**config.mk**
```make
export PLATFORM = sky130hd
export DESIGN_NAME = crrd_queue
export DESIGN_NICKNAME = d
export VERILOG_FILES = /design/src/design/crrd_pkg.sv /design/src/design/crrd_queue.sv
export VERILOG_INCLUDE_DIRS = /design/src /design/src/design
export SDC_FILE = /design/constraint.sdc
export NUM_CORES = 1
export LEC_CHECK = 0
export BUFFER_PORTS_ARGS = -buffer_cell sky130_fd_sc_hd__buf_2
export CORE_UTILIZATION = 31
export CTS_CLUSTER_SIZE = 40
export DETAILED_ROUTE_END_ITERATION = 6
export MAX_ROUTING_LAYER = met4
export PLACE_DENSITY = 0.55
export SETUP_SLACK_MARGIN = 0.05
export SLEW_MARGIN = 30
export SYNTH_ARGS = -nofsm -noshare
export SYNTH_HDL_FRONTEND = slang
export SYNTH_SLANG_ARGS = --single-unit
```
**constraint.sdc**
```tcl
create_clock -name clk_i -period 5.7 [get_ports clk_i]
set_input_delay 0.57 -clock clk_i [delete_from_list [all_inputs] [get_ports clk_i]]
set_output_delay 0.57 -clock clk_i [all_outputs]
set_load 0.02 [all_outputs]
```
**src/design/assert_macros.svh**
```systemverilog
// assertion macros shared by the design files
`ifndef ASSERT_MACROS_SVH
`define ASSERT_MACROS_SVH
`ifndef ASSERT_OFF
`define CRRD_ASSERT(lbl, clk, rst_n, prop, msg) \
  lbl: assert property (@(posedge clk) disable iff (!rst_n) prop) else $error(msg);
`define CRRD_NEVER(lbl, clk, rst_n, cond, msg) \
  lbl: assert property (@(posedge clk) disable iff (!rst_n) !(cond)) else $error(msg);
`else
`define CRRD_ASSERT(lbl, clk, rst_n, prop, msg)
`define CRRD_NEVER(lbl, clk, rst_n, cond, msg)
`endif
`endif

```
**src/design/crrd_pkg.sv**
```systemverilog
// types, constants and the arctangent table of the circle/rotated-rectangle test
package crrd_pkg;
  localparam int GUARD       = 4;
  localparam int CW          = 31;
  localparam int ZW          = 33;
  localparam int MAX_STAGES  = 24;
  localparam int QUEUE_DEPTH = 4;
  localparam int QPTR_W      = $clog2(QUEUE_DEPTH);
  localparam logic signed [30:0] INV_GAIN = 31'sd652032874;
  localparam logic [23:0] DIST_MAX = 24'hFFFFFF;

  // word handed from front to back
  typedef struct packed {
    logic signed [CW-1:0] x;
    logic signed [CW-1:0] y;
    logic signed [ZW-1:0] z;
    logic signed [23:0]   x0;
    logic signed [23:0]   y0;
    logic signed [23:0]   x1;
    logic signed [23:0]   y1;
    logic [22:0]          rad;
  } rot_t;

  function automatic logic signed [ZW-1:0] atan_lut(input logic [4:0] idx);
    logic signed [ZW-1:0] r;
    case (idx)
      5'd0:  r = 33'sd536870912;
      5'd1:  r = 33'sd316933406;
      5'd2:  r = 33'sd167458907;
      5'd3:  r = 33'sd85004756;
      5'd4:  r = 33'sd42667331;
      5'd5:  r = 33'sd21354465;
      5'd6:  r = 33'sd10679838;
      5'd7:  r = 33'sd5340245;
      5'd8:  r = 33'sd2670163;
      5'd9:  r = 33'sd1335087;
      5'd10: r = 33'sd667544;
      5'd11: r = 33'sd333772;
      5'd12: r = 33'sd166886;
      5'd13: r = 33'sd83443;
      5'd14: r = 33'sd41722;
      5'd15: r = 33'sd20861;
      5'd16: r = 33'sd10430;
      5'd17: r = 33'sd5215;
      5'd18: r = 33'sd2608;
      5'd19: r = 33'sd1304;
      5'd20: r = 33'sd652;
      5'd21: r = 33'sd326;
      5'd22: r = 33'sd163;
      5'd23: r = 33'sd81;
      default: r = '0;
    endcase
    return r;
  endfunction
endpackage

```
**src/design/crrd_queue.sv**
```systemverilog
// short flop queue between front and back
module crrd_queue (
  input  logic            clk_i,
  input  logic            rst_ni,
  input  logic            push_i,
  input  crrd_pkg::rot_t  push_data_i,
  output logic            full_o,
  input  logic            pop_i,
  output crrd_pkg::rot_t  head_o,
  output logic            empty_o
);
  import crrd_pkg::*;
`include "assert_macros.svh"

  rot_t mem_q [QUEUE_DEPTH];
  logic [QPTR_W-1:0] wr_q, rd_q;
  logic [QPTR_W:0] cnt_q;

  assign full_o  = (cnt_q == (QPTR_W + 1)'(QUEUE_DEPTH));
  assign empty_o = (cnt_q == '0);
  assign head_o  = mem_q[rd_q];

  always_ff @(posedge clk_i or negedge rst_ni) begin
    if (!rst_ni) begin
      wr_q  <= '0;
      rd_q  <= '0;
      cnt_q <= '0;
    end else begin
      if (push_i) wr_q <= wr_q + 1'b1;
      if (pop_i) rd_q <= rd_q + 1'b1;
      cnt_q <= cnt_q + (QPTR_W + 1)'(push_i) - (QPTR_W + 1)'(pop_i);
    end
  end

  always_ff @(posedge clk_i) begin
    if (push_i) mem_q[wr_q] <= push_data_i;
  end

  `CRRD_NEVER(a_no_overflow, clk_i, rst_ni, push_i && full_o, "push into full queue")
  `CRRD_NEVER(a_no_underflow, clk_i, rst_ni, pop_i && empty_o, "pop from empty queue")
  `CRRD_ASSERT(a_cnt_ptr, clk_i, rst_ni, (wr_q - rd_q) == cnt_q[QPTR_W-1:0], "count off")
endmodule

```
# Word-level counts from Yosys, hierarchy flattened

Memories as Yosys holds them, arrays and structs flattened.
Cells that the tools add are included.

Flip-flop bits (word level): 7
Memory bits (writable): 856
Bits of input ports: 218
Output and inout port bits: 216
Word-level logic and storage cells: 12
Memories: 1

Memories:

| name  | depth | width | read ports | clocked after memory_dff | write ports | RTL line         | RTL |
|---|---|---|---|---|---|---|---|
| mem_q | 4     | 214   | 1          | 0                        | 1           | crrd_queue.sv:15 | `rot_t mem_q [QUEUE_DEPTH];` |

Add/sub/neg operators: 4
Equal/unequal tests: 1
Mux-type cells: 2
Reduce and logical (&&, ||, !) cells: 1

Operator list:

| cell                                                           | count |
|---|---|
| 2-bit by 1-bit adder with 2-bit output (second input constant) | 2 |
| 3-bit by 1-bit adder with 3-bit output                         | 1 |
| 3-bit equality test (second input constant)                    | 1 |
| 3-bit zero test                                                | 1 |
| 3-bit by 1-bit subtractor with 3-bit output                    | 1 |
| 1-bit two-way mux                                              | 2 |

# Depth between registers and ports, before layout

Depth in word-level cells: 2
Gate-level depth with buffers: 7
Mapped depth without buffers: 7

# Worst setup path before layout

No wires, ideal clock.

Path kind: register to register
Start: register wr_q[0]
End: memory mem_q[0][0] (netlist bit) (enable)
Setup time: 0.600 ns
Arrival: 5.483 ns
Required time: 5.100 ns
Path slack: -0.383 ns
Cell stages (with the launch flop): 4
Buffers on the path: 0
Clock period less this slack: 6.083 ns
Cell sequence: dfrtp_1 > inv_1 > ha_1 > and2_1

RTL lines:

| what                     | RTL line         | RTL |
|---|---|---|
| start: declaration       | crrd_queue.sv:16 | `logic [QPTR_W-1:0] wr_q, rd_q;` |
| start signal: assignment | crrd_queue.sv:29 | `if (push_i) wr_q <= wr_q + 1'b1;` |
| end: declaration         | crrd_queue.sv:15 |  |

Straight into the memory's write port.

==> impl_metrics.yaml <==
synthesis:
  synth-edff-count: 856
  synth.distinct_cells: 16
  async_flop_share_pct: 0.8111
  synth_common_cells: "edfxtp_1, mux4_2, buf_2"
  syn_area_um2: 31250
  syn_avg_cell_area_um2: 27.13
  ys.flop_type: "edfxtp_1"
  post-synth-top-count-cell: "edfxtp_1"
  ys.warnings.count: 0
  ys_seq_area_share_pct: 82.82
  synthCells: 1152
  synth.top_cell.area_share_pct: 82.26
  synth.area.top_cells: "edfxtp_1, mux4_2, buf_6"
  synth-seq-cells: 863
  syn-num-nets: 1377
  yosys.area.top_type: "edfxtp_1"
global_route:
  grt_util_met2_pct: 20.40
  grtUsageMet3_pct: 5.041
  antenna_found_initial: 18
  grt_pass1_vias: 15030
  grt_overflow: 0
  grt_start_max_net_pins: 101
  grt.busiest_layer: "met2"
  grt_pass1_wl_mm: 96.01
  use_met1_pct: 15.52
  gr-usage-all-layers_pct: 13.02
clock_tree:
  insertion_delay_ns: 0.65
  numClockSinks: 863
  postCtsResizedCells: 0
  cts_tree: "built"
  clk_pin_slew_ns: 0.06
  cts_root_buf: "clkbuf_16"
  numCtsBuffers: 92
  cts_buffer_depth: 3
  htree_levels: 3
pwr:
  power.internal_mw: 14.32
  p_comb_share_pct: 30.3
  p_per_area_nw_per_um2: 547.8
  switchingPower_mw: 6.571
  p_clk_share_pct: 28.3
  ir_drop_mv: 0.4040
  sw_frac_of_total_pct: 31.45
  p_leak_nw: 12.77
  pwr-share-seq_pct: 41.4
finish:
  drive_above_1_share_pct: 46.72
  fin_nets: 1879
  n_fill_cell: 8987
  synthToLayoutAreaGrowth_pct: 22.05
  design_area_um2: 38140
  multi_input_area_um2: 5017
  seq_area_um2: 25890
placed_design:
  place_area_um2: 35080
  dp_slack_ns: 2.787
  place_congestion: 0.7211
  port_buffers: 433
  place_hpwl_mm: 38.83
sta:
  maxSlewHeadroom_pct: 37.86
  timing.final.crit_period_ns: 3.522
  rsz0062_at_grt: "no"
  drv_slew: 0
  period_share_pct: 61.78
  fin_skew_ns: 0.02329
  max_freq_mhz: 284.0
  hold_viol: 0
  tightest_slew_ns: 0.9321
  setup_tns_ns: 0
  holdWs_ns: 0.1314
  setup-violations-final: 0
  setup_slack_ns: 2.178
job:
  cap_viol_max_count: 0
drt:
  drc_errors: 0
  antenna_left: 0
  wl_per_cell_um: 21.25
  num_vias: 13870
  first_pass_iters: 4
  drt-initial-drc-count: 725
  vias_per_cell: 4.559
  drt-total-wl_mm: 64.61
worst_setup_path:
  required_ns: 5.13
  crit_chain: "buf_12 -> mux4_2 -> buf_2"
  cp_slowest_cell: "dfrtp_4"
  start_kind: "register"
  path_class: "register to primary output"
  critical_path.max_fanout: 76
  path_delay_family: "flip-flops"
  crit_arrival_ns: 2.95
  cp_num_buf_inv: 2
  max_stage_delay_ns: 1.01
  cp-end-kind: "primary output"
worst_hold_path:
  hold_path_class: "primary input to register"
outcome:
  status: "finished, final reports clean"
floorplanning:
  start_util_pct: 31.25
  ios: 434
  rows: 116
  core_area_um2: 100000
  die_w_um: 319.5
  die-height_um: 319.5
  dieArea_um2: 102100
## final cells by class
| class | count | share of cell area (%) |
|---|---|---|
| antenna | 18 | 0.1181 |
| clock buffer | 112 | 6.345 |
| clock inverter | 53 | 1.539 |
| inverter | 6 | 0.05905 |
| multi-input combinational | 235 | 13.15 |
| sequential | 863 | 67.87 |
| tap | 1298 | 4.258 |
| timing repair buffer | 456 | 6.653 |
## logic make-up after synthesis
family          count (synthesis)  share of synthesized area (%)
compound gates                  1                        0.01600
xor+xnor                        5                         0.1402
fa+ha+maj                       7                         0.3043
buf+inv                        54                          1.157
flops                         863                          82.82
mux                           214                          15.42
simple gates                    8                         0.1401
## metrics by stage
| stage | utilization (%) | power, mW | cells |
|---|---|---|---|
| 2_1_floorplan | - | 13.12 | 1152 |
| 3_3_place_gp | 35.05 | 15.24 | 2856 |
| 3_5_place_dp | 35.08 | 15.35 | 2857 |
| 4_1_cts | 38.09 | 21.34 | 3023 |
| 5_1_grt | 38.14 | 21.85 | 3039 |
| 6_report | 38.14 | 20.89 | 3041 |
## path summary, 6_finish.rpt
kind | startpoint | slack, ns | depth (start not counted) | to
hold / removal | push_data_i[83] | 0.13 | 1 | mem_q[0][83]
min in group asynchronous | rst_ni | 0.30 | 2 | rd_q[0]
setup reg to reg | wr_q[0] | 3.25 | 4 | mem_q[0][90]
max in group asynchronous | rst_ni | 5.23 | 2 | rd_q[1]
setup / recovery | rd_q[1] | 2.18 | 3 | head_o[159]
hold reg to reg | wr_q[0] | 0.54 | 1 | wr_q[0]
## sequential cells by signal, summed over array words and instances (netlist names)
name,cells
mem_q,856
cnt_q,3
rd_q,2
wr_q,2
## timing repair
| action | in CTS | in global routing |
|---|---|---|
| endpoints found under the hold margin | 7 | 0 |
| hold buffers | 1 | 0 |
| setup buffers | 0 | 0 |
## power groups by stage
| stage | combinational [mW] | clock, mW | sequential, mW |
|---|---|---|---|
| floorplan | 4.44 | 0 | 8.69 |
| global placement | 6.45 | 0 | 8.79 |
| detailed placement | 6.55 | 0 | 8.80 |
| CTS | 6.57 | 6.10 | 8.67 |
| global route | 6.79 | 6.31 | 8.76 |
| finish | 6.34 | 5.91 | 8.65 |
## per-layer routing
metal / vias up / share of wire, %
met1: 7280 / 40
met3: 107 / 8.1
li1: 6073 / -
met4: 0 / 2.3
met2: 405 / 49
met5: - / 0
## placed cells by master (no fill, tap or decap), types with 2 or more instances in the layout
cell | synthesis | layout
buf_4 | 0 | 7
dfrtp_4 | 0 | 2
inv_6 | 0 | 4
diode_2 | 0 | 18
inv_1 | 6 | 6
ha_1 | 6 | 6
buf_12 | 0 | 14
xnor2_1 | 3 | 3
clkinv_1 | 0 | 16
nand2_1 | 2 | 2
and2_4 | 0 | 4
clkinv_2 | 0 | 12
bufinv_16 | 0 | 11
clkbuf_16 | 0 | 94
buf_2 | 25 | 433
clkbuf_1 | 6 | 18
mux4_2 | 214 | 214
clkinvlp_4 | 0 | 6
edfxtp_1 | 856 | 856
xor2_1 | 2 | 2
dfrtp_1 | 7 | 5
Power figures use the tool's default switching activity.
