### src/design/assert_macros.svh
// assertion macros shared by the design files
`ifndef ASSERT_MACROS_SVH
`define ASSERT_MACROS_SVH
`ifndef ASSERT_OFF
`define CRRD_ASSERT(lbl, clk, rst_n, prop, msg) \
  lbl: assert property (@(posedge clk) disable iff (!rst_n) prop) else $error(msg);
`define CRRD_NEVER(lbl, clk, rst_n, cond, msg) \
  lbl: assert property (@(posedge clk) disable iff (!rst_n) !(cond)) else $error(msg);
`else
`define CRRD_ASSERT(lbl, clk, rst_n, prop, msg)
`define CRRD_NEVER(lbl, clk, rst_n, cond, msg)
`endif
`endif

### src/design/crrd_pkg.sv
// types, constants and the arctangent table of the circle/rotated-rectangle test
package crrd_pkg;
  localparam int GUARD       = 4;
  localparam int CW          = 31;
  localparam int ZW          = 33;
  localparam int MAX_STAGES  = 24;
  localparam int QUEUE_DEPTH = 4;
  localparam int QPTR_W      = $clog2(QUEUE_DEPTH);
  localparam logic signed [30:0] INV_GAIN = 31'sd652032874;
  localparam logic [23:0] DIST_MAX = 24'hFFFFFF;

  // word handed from front to back
  typedef struct packed {
    logic signed [CW-1:0] x;
    logic signed [CW-1:0] y;
    logic signed [ZW-1:0] z;
    logic signed [23:0]   x0;
    logic signed [23:0]   y0;
    logic signed [23:0]   x1;
    logic signed [23:0]   y1;
    logic [22:0]          rad;
  } rot_t;

  function automatic logic signed [ZW-1:0] atan_lut(input logic [4:0] idx);
    logic signed [ZW-1:0] r;
    case (idx)
      5'd0:  r = 33'sd536870912;
      5'd1:  r = 33'sd316933406;
      5'd2:  r = 33'sd167458907;
      5'd3:  r = 33'sd85004756;
      5'd4:  r = 33'sd42667331;
      5'd5:  r = 33'sd21354465;
      5'd6:  r = 33'sd10679838;
      5'd7:  r = 33'sd5340245;
      5'd8:  r = 33'sd2670163;
      5'd9:  r = 33'sd1335087;
      5'd10: r = 33'sd667544;
      5'd11: r = 33'sd333772;
      5'd12: r = 33'sd166886;
      5'd13: r = 33'sd83443;
      5'd14: r = 33'sd41722;
      5'd15: r = 33'sd20861;
      5'd16: r = 33'sd10430;
      5'd17: r = 33'sd5215;
      5'd18: r = 33'sd2608;
      5'd19: r = 33'sd1304;
      5'd20: r = 33'sd652;
      5'd21: r = 33'sd326;
      5'd22: r = 33'sd163;
      5'd23: r = 33'sd81;
      default: r = '0;
    endcase
    return r;
  endfunction
endpackage

### src/design/crrd_if.sv
// valid/ready channels for test items and results
interface crrd_in_if;
  logic               valid;
  logic               ready;
  logic signed [23:0] center_x;
  logic signed [23:0] center_y;
  logic [22:0]        circle_radius;
  logic signed [23:0] rect_min_x;
  logic signed [23:0] rect_min_y;
  logic signed [23:0] rect_max_x;
  logic signed [23:0] rect_max_y;
  logic signed [15:0] rect_angle;
  modport source (output valid, center_x, center_y, circle_radius, rect_min_x,
                  rect_min_y, rect_max_x, rect_max_y, rect_angle, input ready);
  modport sink (input valid, center_x, center_y, circle_radius, rect_min_x,
                rect_min_y, rect_max_x, rect_max_y, rect_angle, output ready);
endinterface


### src/design/crrd_front.sv
// front end: midpoint offset, inverse-gain prescale and quadrant fold
module crrd_front (
  input  logic            clk_i,
  input  logic            rst_ni,
  crrd_in_if.sink         item_i,
  input  logic            full_i,
  output logic            push_o,
  output crrd_pkg::rot_t  push_data_o
);
  import crrd_pkg::*;

  logic en;
  logic a_v_q, b_v_q;
  logic signed [28:0] a_dx_q, a_dy_q;
  logic signed [ZW-1:0] a_z_q, b_z_q;
  logic a_flip_q, b_flip_q;
  logic signed [23:0] a_x0_q, a_y0_q, a_x1_q, a_y1_q;
  logic signed [23:0] b_x0_q, b_y0_q, b_x1_q, b_y1_q;
  logic [22:0] a_rad_q, b_rad_q;
  logic signed [59:0] b_px_q, b_py_q;

  logic signed [24:0] sx, sy;
  logic signed [28:0] dx_d, dy_d;
  logic [15:0] nang;
  logic signed [31:0] z32;
  logic signed [ZW-1:0] z_d;
  logic flip_d;
  logic signed [59:0] rx, ry;
  logic signed [CW-1:0] xr, yr;

  assign en = !full_i;
  assign item_i.ready = en;

  always_comb begin
    sx = 25'(item_i.rect_min_x) + 25'(item_i.rect_max_x);
    sy = 25'(item_i.rect_min_y) + 25'(item_i.rect_max_y);
    dx_d = (29'(item_i.center_x) <<< GUARD) - (29'(sx) <<< (GUARD - 1));
    dy_d = (29'(item_i.center_y) <<< GUARD) - (29'(sy) <<< (GUARD - 1));
    nang = 16'd0 - item_i.rect_angle;
    z32 = {nang, 16'd0};
    flip_d = 1'b0;
    z_d = ZW'(z32);
    // fold angles beyond a quarter turn by a half turn and negate the vector
    if (z32 > 32'sh40000000) begin
      flip_d = 1'b1;
      z_d = ZW'(z32) - 33'sh080000000;
    end else if (z32 < -32'sh40000000) begin
      flip_d = 1'b1;
      z_d = ZW'(z32) + 33'sh080000000;
    end
  end

  always_ff @(posedge clk_i or negedge rst_ni) begin
    if (!rst_ni) begin
      a_v_q <= 1'b0;
      b_v_q <= 1'b0;
    end else if (en) begin
      a_v_q <= item_i.valid;
      b_v_q <= a_v_q;
    end
  end

  always_ff @(posedge clk_i) begin
    if (en) begin
      a_dx_q   <= dx_d;
      a_dy_q   <= dy_d;
      a_z_q    <= z_d;
      a_flip_q <= flip_d;
      a_x0_q   <= item_i.rect_min_x;
      a_y0_q   <= item_i.rect_min_y;
      a_x1_q   <= item_i.rect_max_x;
      a_y1_q   <= item_i.rect_max_y;
      a_rad_q  <= item_i.circle_radius;
      b_px_q   <= 60'(a_dx_q) * 60'(INV_GAIN);
      b_py_q   <= 60'(a_dy_q) * 60'(INV_GAIN);
      b_z_q    <= a_z_q;
      b_flip_q <= a_flip_q;
      b_x0_q   <= a_x0_q;
      b_y0_q   <= a_y0_q;
      b_x1_q   <= a_x1_q;
      b_y1_q   <= a_y1_q;
      b_rad_q  <= a_rad_q;
    end
  end

  always_comb begin
    rx = b_px_q + 60'sh20000000;
    ry = b_py_q + 60'sh20000000;
    xr = CW'($signed(rx[59:30]));
    yr = CW'($signed(ry[59:30]));
    push_data_o.x   = b_flip_q ? -xr : xr;
    push_data_o.y   = b_flip_q ? -yr : yr;
    push_data_o.z   = b_z_q;
    push_data_o.x0  = b_x0_q;
    push_data_o.y0  = b_y0_q;
    push_data_o.x1  = b_x1_q;
    push_data_o.y1  = b_y1_q;
    push_data_o.rad = b_rad_q;
  end

  assign push_o = b_v_q && en;
endmodule

### src/flat_wrapper.sv
// flat-port wrapper written by rule: the top's interface ports become plain ports
module crrd_front_flat import crrd_pkg::*;
  (clk_i, rst_ni, full_i, push_o, push_data_o, item_i_valid, item_i_center_x, item_i_center_y, item_i_circle_radius, item_i_rect_min_x, item_i_rect_min_y, item_i_rect_max_x, item_i_rect_max_y, item_i_rect_angle, item_i_ready);
  crrd_in_if item_i_i ();
  input  logic clk_i;
  input  logic rst_ni;
  input  logic full_i;
  output logic push_o;
  output crrd_pkg::rot_t push_data_o;
  input wire logic [$bits(item_i_i.valid)-1:0] item_i_valid;
  input wire logic [$bits(item_i_i.center_x)-1:0] item_i_center_x;
  input wire logic [$bits(item_i_i.center_y)-1:0] item_i_center_y;
  input wire logic [$bits(item_i_i.circle_radius)-1:0] item_i_circle_radius;
  input wire logic [$bits(item_i_i.rect_min_x)-1:0] item_i_rect_min_x;
  input wire logic [$bits(item_i_i.rect_min_y)-1:0] item_i_rect_min_y;
  input wire logic [$bits(item_i_i.rect_max_x)-1:0] item_i_rect_max_x;
  input wire logic [$bits(item_i_i.rect_max_y)-1:0] item_i_rect_max_y;
  input wire logic [$bits(item_i_i.rect_angle)-1:0] item_i_rect_angle;
  output wire logic [$bits(item_i_i.ready)-1:0] item_i_ready;
  assign item_i_i.valid = item_i_valid;
  assign item_i_i.center_x = item_i_center_x;
  assign item_i_i.center_y = item_i_center_y;
  assign item_i_i.circle_radius = item_i_circle_radius;
  assign item_i_i.rect_min_x = item_i_rect_min_x;
  assign item_i_i.rect_min_y = item_i_rect_min_y;
  assign item_i_i.rect_max_x = item_i_rect_max_x;
  assign item_i_i.rect_max_y = item_i_rect_max_y;
  assign item_i_i.rect_angle = item_i_rect_angle;
  assign item_i_ready = item_i_i.ready;
  crrd_front u_core (.clk_i(clk_i), .rst_ni(rst_ni), .item_i(item_i_i), .full_i(full_i), .push_o(push_o), .push_data_o(push_data_o));
endmodule
### config.mk
export PLATFORM = sky130hd
export DESIGN_NAME = crrd_front_flat
export DESIGN_NICKNAME = d
export VERILOG_FILES = /design/src/design/assert_macros.svh /design/src/design/crrd_pkg.sv /design/src/design/crrd_if.sv /design/src/design/crrd_front.sv /design/src/flat_wrapper.sv
export SDC_FILE = /design/constraint.sdc
export NUM_CORES = 2
export LEC_CHECK = 0
export ABC_AREA = 0
export ABC_CLOCK_PERIOD_IN_PS = 42800
export CORE_ASPECT_RATIO = 1.2
export CORE_UTILIZATION = 45
export DETAILED_ROUTE_END_ITERATION = 12
export DONT_BUFFER_PORTS = 1
export SYNTH_ARGS = -nofsm -noshare
export SYNTH_HDL_FRONTEND = slang
export SYNTH_SLANG_ARGS = --single-unit
### constraint.sdc
create_clock -name clk_i -period 42.8 [get_ports clk_i]
set_clock_uncertainty 0.15 [all_clocks]
set_input_delay 12.84 -clock clk_i [delete_from_list [all_inputs] [get_ports clk_i]]
set_output_delay 12.84 -clock clk_i [all_outputs]
set_load 0.05 [all_outputs]
* Word-level counts from Yosys, hierarchy flattened
Cells that the tools add are included.
Word-level totals: flip-flop bits (word level) 484, input port bits 187, output and inout port bits 216, logic and storage cells 42
Cells by class: add/sub/neg operators 11, multiply operators 2, $lt $le $gt $ge 2, mux-type cells 5, reductions and logical operators 2
Operator list (number):
- adder 60 x 31 -> 60 bit, second input constant | 2
- multiplier 29 x 30 -> 59 bit, second input constant | 2
- 2-to-1 mux 33 bit | 2
- 2-to-1 mux 31 bit | 2
- negator 30 -> 31 bit | 2
- subtractor 28 x 28 -> 29 bit | 2
- adder 24 x 24 -> 25 bit | 2
- adder 32 x 33 -> 33 bit, second input constant | 1
- subtractor 32 x 33 -> 33 bit, second input constant | 1
- greater-than comparator 32 bit, second input constant | 1
- < comparator 32 x 31 -> 1 bit, second input constant | 1
- subtractor 1 x 16 -> 16 bit, first input constant | 1
- logical AND 1 bit | 1
- zero test 1 bit | 1
- 2-to-1 mux 1 bit | 1

* Logic depth before layout (Yosys ltp)
depth in word-level cells 4, gate-level depth with buffers 28, depth with buffers taken out 28

* Least setup slack after synthesis
No wires, ideal clock.
kind in2out, from in full_i, to out item_i_ready, arrival 20.587 ns, data required time 29.810 ns, path slack 9.223 ns, cell stages on the path 1, cells stage by stage inv_1
Between the ends: longest elaborated chain between the ends 1
RTL lines:
- start: declaration | line flat_wrapper.sv:7 | input logic full_i;
- zero test 1 bit | line crrd_front.sv:31 | assign en = !full_i;
- end: declaration | line flat_wrapper.sv:19 | output wire logic [$bits(item_i_i.ready)-1:0] item_i_ready;
No other way between the ends.

* Worst setup path after layout
from in full_i, to out push_o
Between the ends: longest elaborated chain between the ends 2
RTL lines:
- zero test 1 bit | line crrd_front.sv:31
- logical AND 1 bit | line crrd_front.sv:101 | assign push_o = b_v_q && en;
- end: declaration | line flat_wrapper.sv:8 | output logic push_o;
No other way between the ends.

==> run summary <==
Vias in the first global route - 29570
Synth top area cells - fa_1 28%, edfxtp_1 25%, ha_1 20%
Slew margin rel. - 0.1716
Buffers added on ports - 0
Post-synth EDFFs - 388
H-tree depth - 2
Routed WL per cell - 19.50 µm
R2R depth - 27
Hpwl dp - 92890 µm
Total CTS buffers - 44
Fin crit share - 0.6201
Proportion of layout cells with a drive suffix above 1 - 0.03206
Critical-path cell list - nor2b_1
IO Pins - 403
CTS Hold Bufs - 0
WP data required - 29.81 ns
Initial Util - 0.4536
RSZ-0062 raised after global routing - false
Setup Buffers After CTS - 0
Setup TNS - 0 ns
Commonest cells after routing, fill and taps aside - 947 x inv_1, 753 x ha_1, 644 x fa_1
DRT iter0 DRCs - 1329
Cells after DPL - 5434
Die height - 352.4 µm
Reg clk slew, reported paths - 0.06 ns
Crit path buf inv count - 0
Crit. Startpoint - full_i
FF-to-FF setup slack - 34.25 ns
Die W - 294.0 µm
Longest Clk Path Bufs - 3
Post-synth ARST share - 0.005128
DP Area - 47680 µm²
FP Rows - 128
Drt drc - 0
Worst setup SP type - primary input
R2R Path End - u_core.b_py_q[57]
Cell at the slowest stage of the critical path - nor2b_1
DRT antenna net count - 0
Ys Warns - 0
Worst-Margin Slew - 1.234 ns
Largest net degree at the start of global routing - 164
Synth unique cells - 82
Sequential area share after synthesis - 0.2541
Achievable Freq - 0.03768 GHz
Synth Cell Area - 46050 µm²
Final instance area - 49090 µm²
Final wirelength - 107500 µm
DRT Pass-1 Iters - 5
Crit path to - push_o
Synthesized flop and latch total - 390
Vias after detailed routing - 27820
Total congestion overflow - 0
Fin nets - 5699
Worst Hold Class - reg -> reg
CTS tree - built
Wire length of the first global-routing pass - 166600 µm
Primary FF master, synth - edfxtp_1
Synthesized area per cell - 11.28 µm²
Via density per instance - 5.045
Max Cap Viol - 0
Status - complete, no violations
Final GP Congestion - 0.9660
Capturing element type of the critical path - output port
Total track usage - 0.2106
Slowest stage delay, CP - 0.71 ns
Clk sinks - 390
CP Data Arrival Time - 13.55 ns
Commonest non-fill, non-tap cell in the layout - inv_1
Period minus WS final - 26.54 ns
Clk_lat worst skew - 0.61 ns
Hold violation count in the final report - 0
Core region area - 101500 µm²
Top cell type's share of synthesized area - 0.2799
Top Family by Delay on Critical Path - simple AND/OR/NAND/NOR gates
Pins Over Slew Limit - 0
Critical path class - in -> out
Critical path fanouts, max - 4
Initial antenna violation count - 4
Synth Instances - 4082
Non-Filler Instances - 5514
Crit path depth - 1
FF-to-FF Start - u_core.a_dy_q[7]
Yosys top cell by area - fa_1
CTS resizes - 0
Root buffer cell - clkbuf_16
Layout Area Growth over Synthesis - 6.588%
Final setup viols - 0
Die ar. - 103600 µm²
==> synth_stat cells, types with 21 or more instances <==
library cell / n
nand4_1: 33
fa_1: 644
nand2_1: 125
o21ai_0: 94
a21o_1: 65
xnor2_1: 176
ha_1: 753
nand2b_1: 24
nor2b_1: 29
nor2_1: 127
a21oi_1: 149
and3_1: 30
o21bai_1: 21
nand3_1: 74
inv_1: 948
nor3_1: 50
edfxtp_1: 388
xor2_1: 93
==> kinds of logic after synthesis <==
| kind of cell | count (synthesis) | synth area share |
|---|---|---|
| XOR/XNOR | 269 | 0.05116 |
| AO/OA/AOI/OAI | 453 | 0.06189 |
| adder cells (fa/ha/maj) | 1397 | 0.4845 |
| flip-flops | 390 | 0.2541 |
| multiplexers | 12 | 0.002771 |
| buffers and inverters | 994 | 0.08395 |
| AND/OR/NAND/NOR | 566 | 0.06156 |
| other | 1 | 0.00008143 |
==> routing by layer <==
layer | track usage | vias to the layer above | wire length, µm | part of all wire
met5 | 0 | - | 39 | 0.00036
met1 | 0.2713 | 13630 | 46550 | 0.43
met4 | 0.06552 | 6 | 3302 | 0.031
met2 | 0.3602 | 607 | 52090 | 0.48
met3 | 0.03529 | 151 | 5535 | 0.051
li1 | - | 13430 | - | -
==> worst min-delay path by stage <==
| stage | slack [ns] | cells after the start | startpoint | endpoint |
|---|---|---|---|---|
| after floorplan | 0.25 | 0 | u_core.a_flip_q | u_core.b_flip_q |
| after global placement | 0.25 | 0 | u_core.a_y1_q[10] | u_core.b_y1_q[10] |
| after detailed placement | 0.25 | 0 | u_core.a_x0_q[10] | u_core.b_x0_q[10] |
| after CTS | 0.25 | 0 | u_core.a_x0_q[23] | u_core.b_x0_q[23] |
| after global routing | 0.25 | 0 | u_core.a_x0_q[23] | u_core.b_x0_q[23] |
| final | 0.26 | 0 | u_core.a_y0_q[7] | u_core.b_y0_q[7] |
==> cell type report <==
class / instances / area (µm²)
Antenna cell: 1 / 2.502
Clock buffer: 48 / 1116
Clock inverter: 31 / 291.5
Fill cell: 9364 / 52450
Inverter: 948 / 3566
Multi-Input combinational cell: 2713 / 30540
Sequential cell: 390 / 11700
Tap cell: 1365 / 1708
Timing Repair Buffer: 18 / 160.2
==> per-stage QoR <==
stage | util | hold WS [ns] | setup slack [ns]
after CTS | 0.4834 | 0.2459 | 16.26
after global routing | 0.4835 | 0.2513 | 16.24
after detailed placement | 0.4696 | 0.2545 | 16.26
final | 0.4835 | 0.2599 | 16.26
after floorplan | - | 0.2503 | 9.223
after global placement | 0.4696 | 0.2506 | 16.26
==> flip-flops by register name (all words and copies together), names as in the netlist, 24 cells and up <==
signal,count
u_core.b_px_q,31
u_core.b_py_q,31
u_core.a_dx_q,26
u_core.a_dy_q,26
u_core.a_x0_q,24
u_core.a_x1_q,24
u_core.a_y0_q,24
u_core.a_y1_q,24
u_core.b_x0_q,24
u_core.b_x1_q,24
u_core.b_y0_q,24
u_core.b_y1_q,24
Power is not shown: default switching activity piles up to over one toggle a cycle in this logic, so the estimate is an artifact.
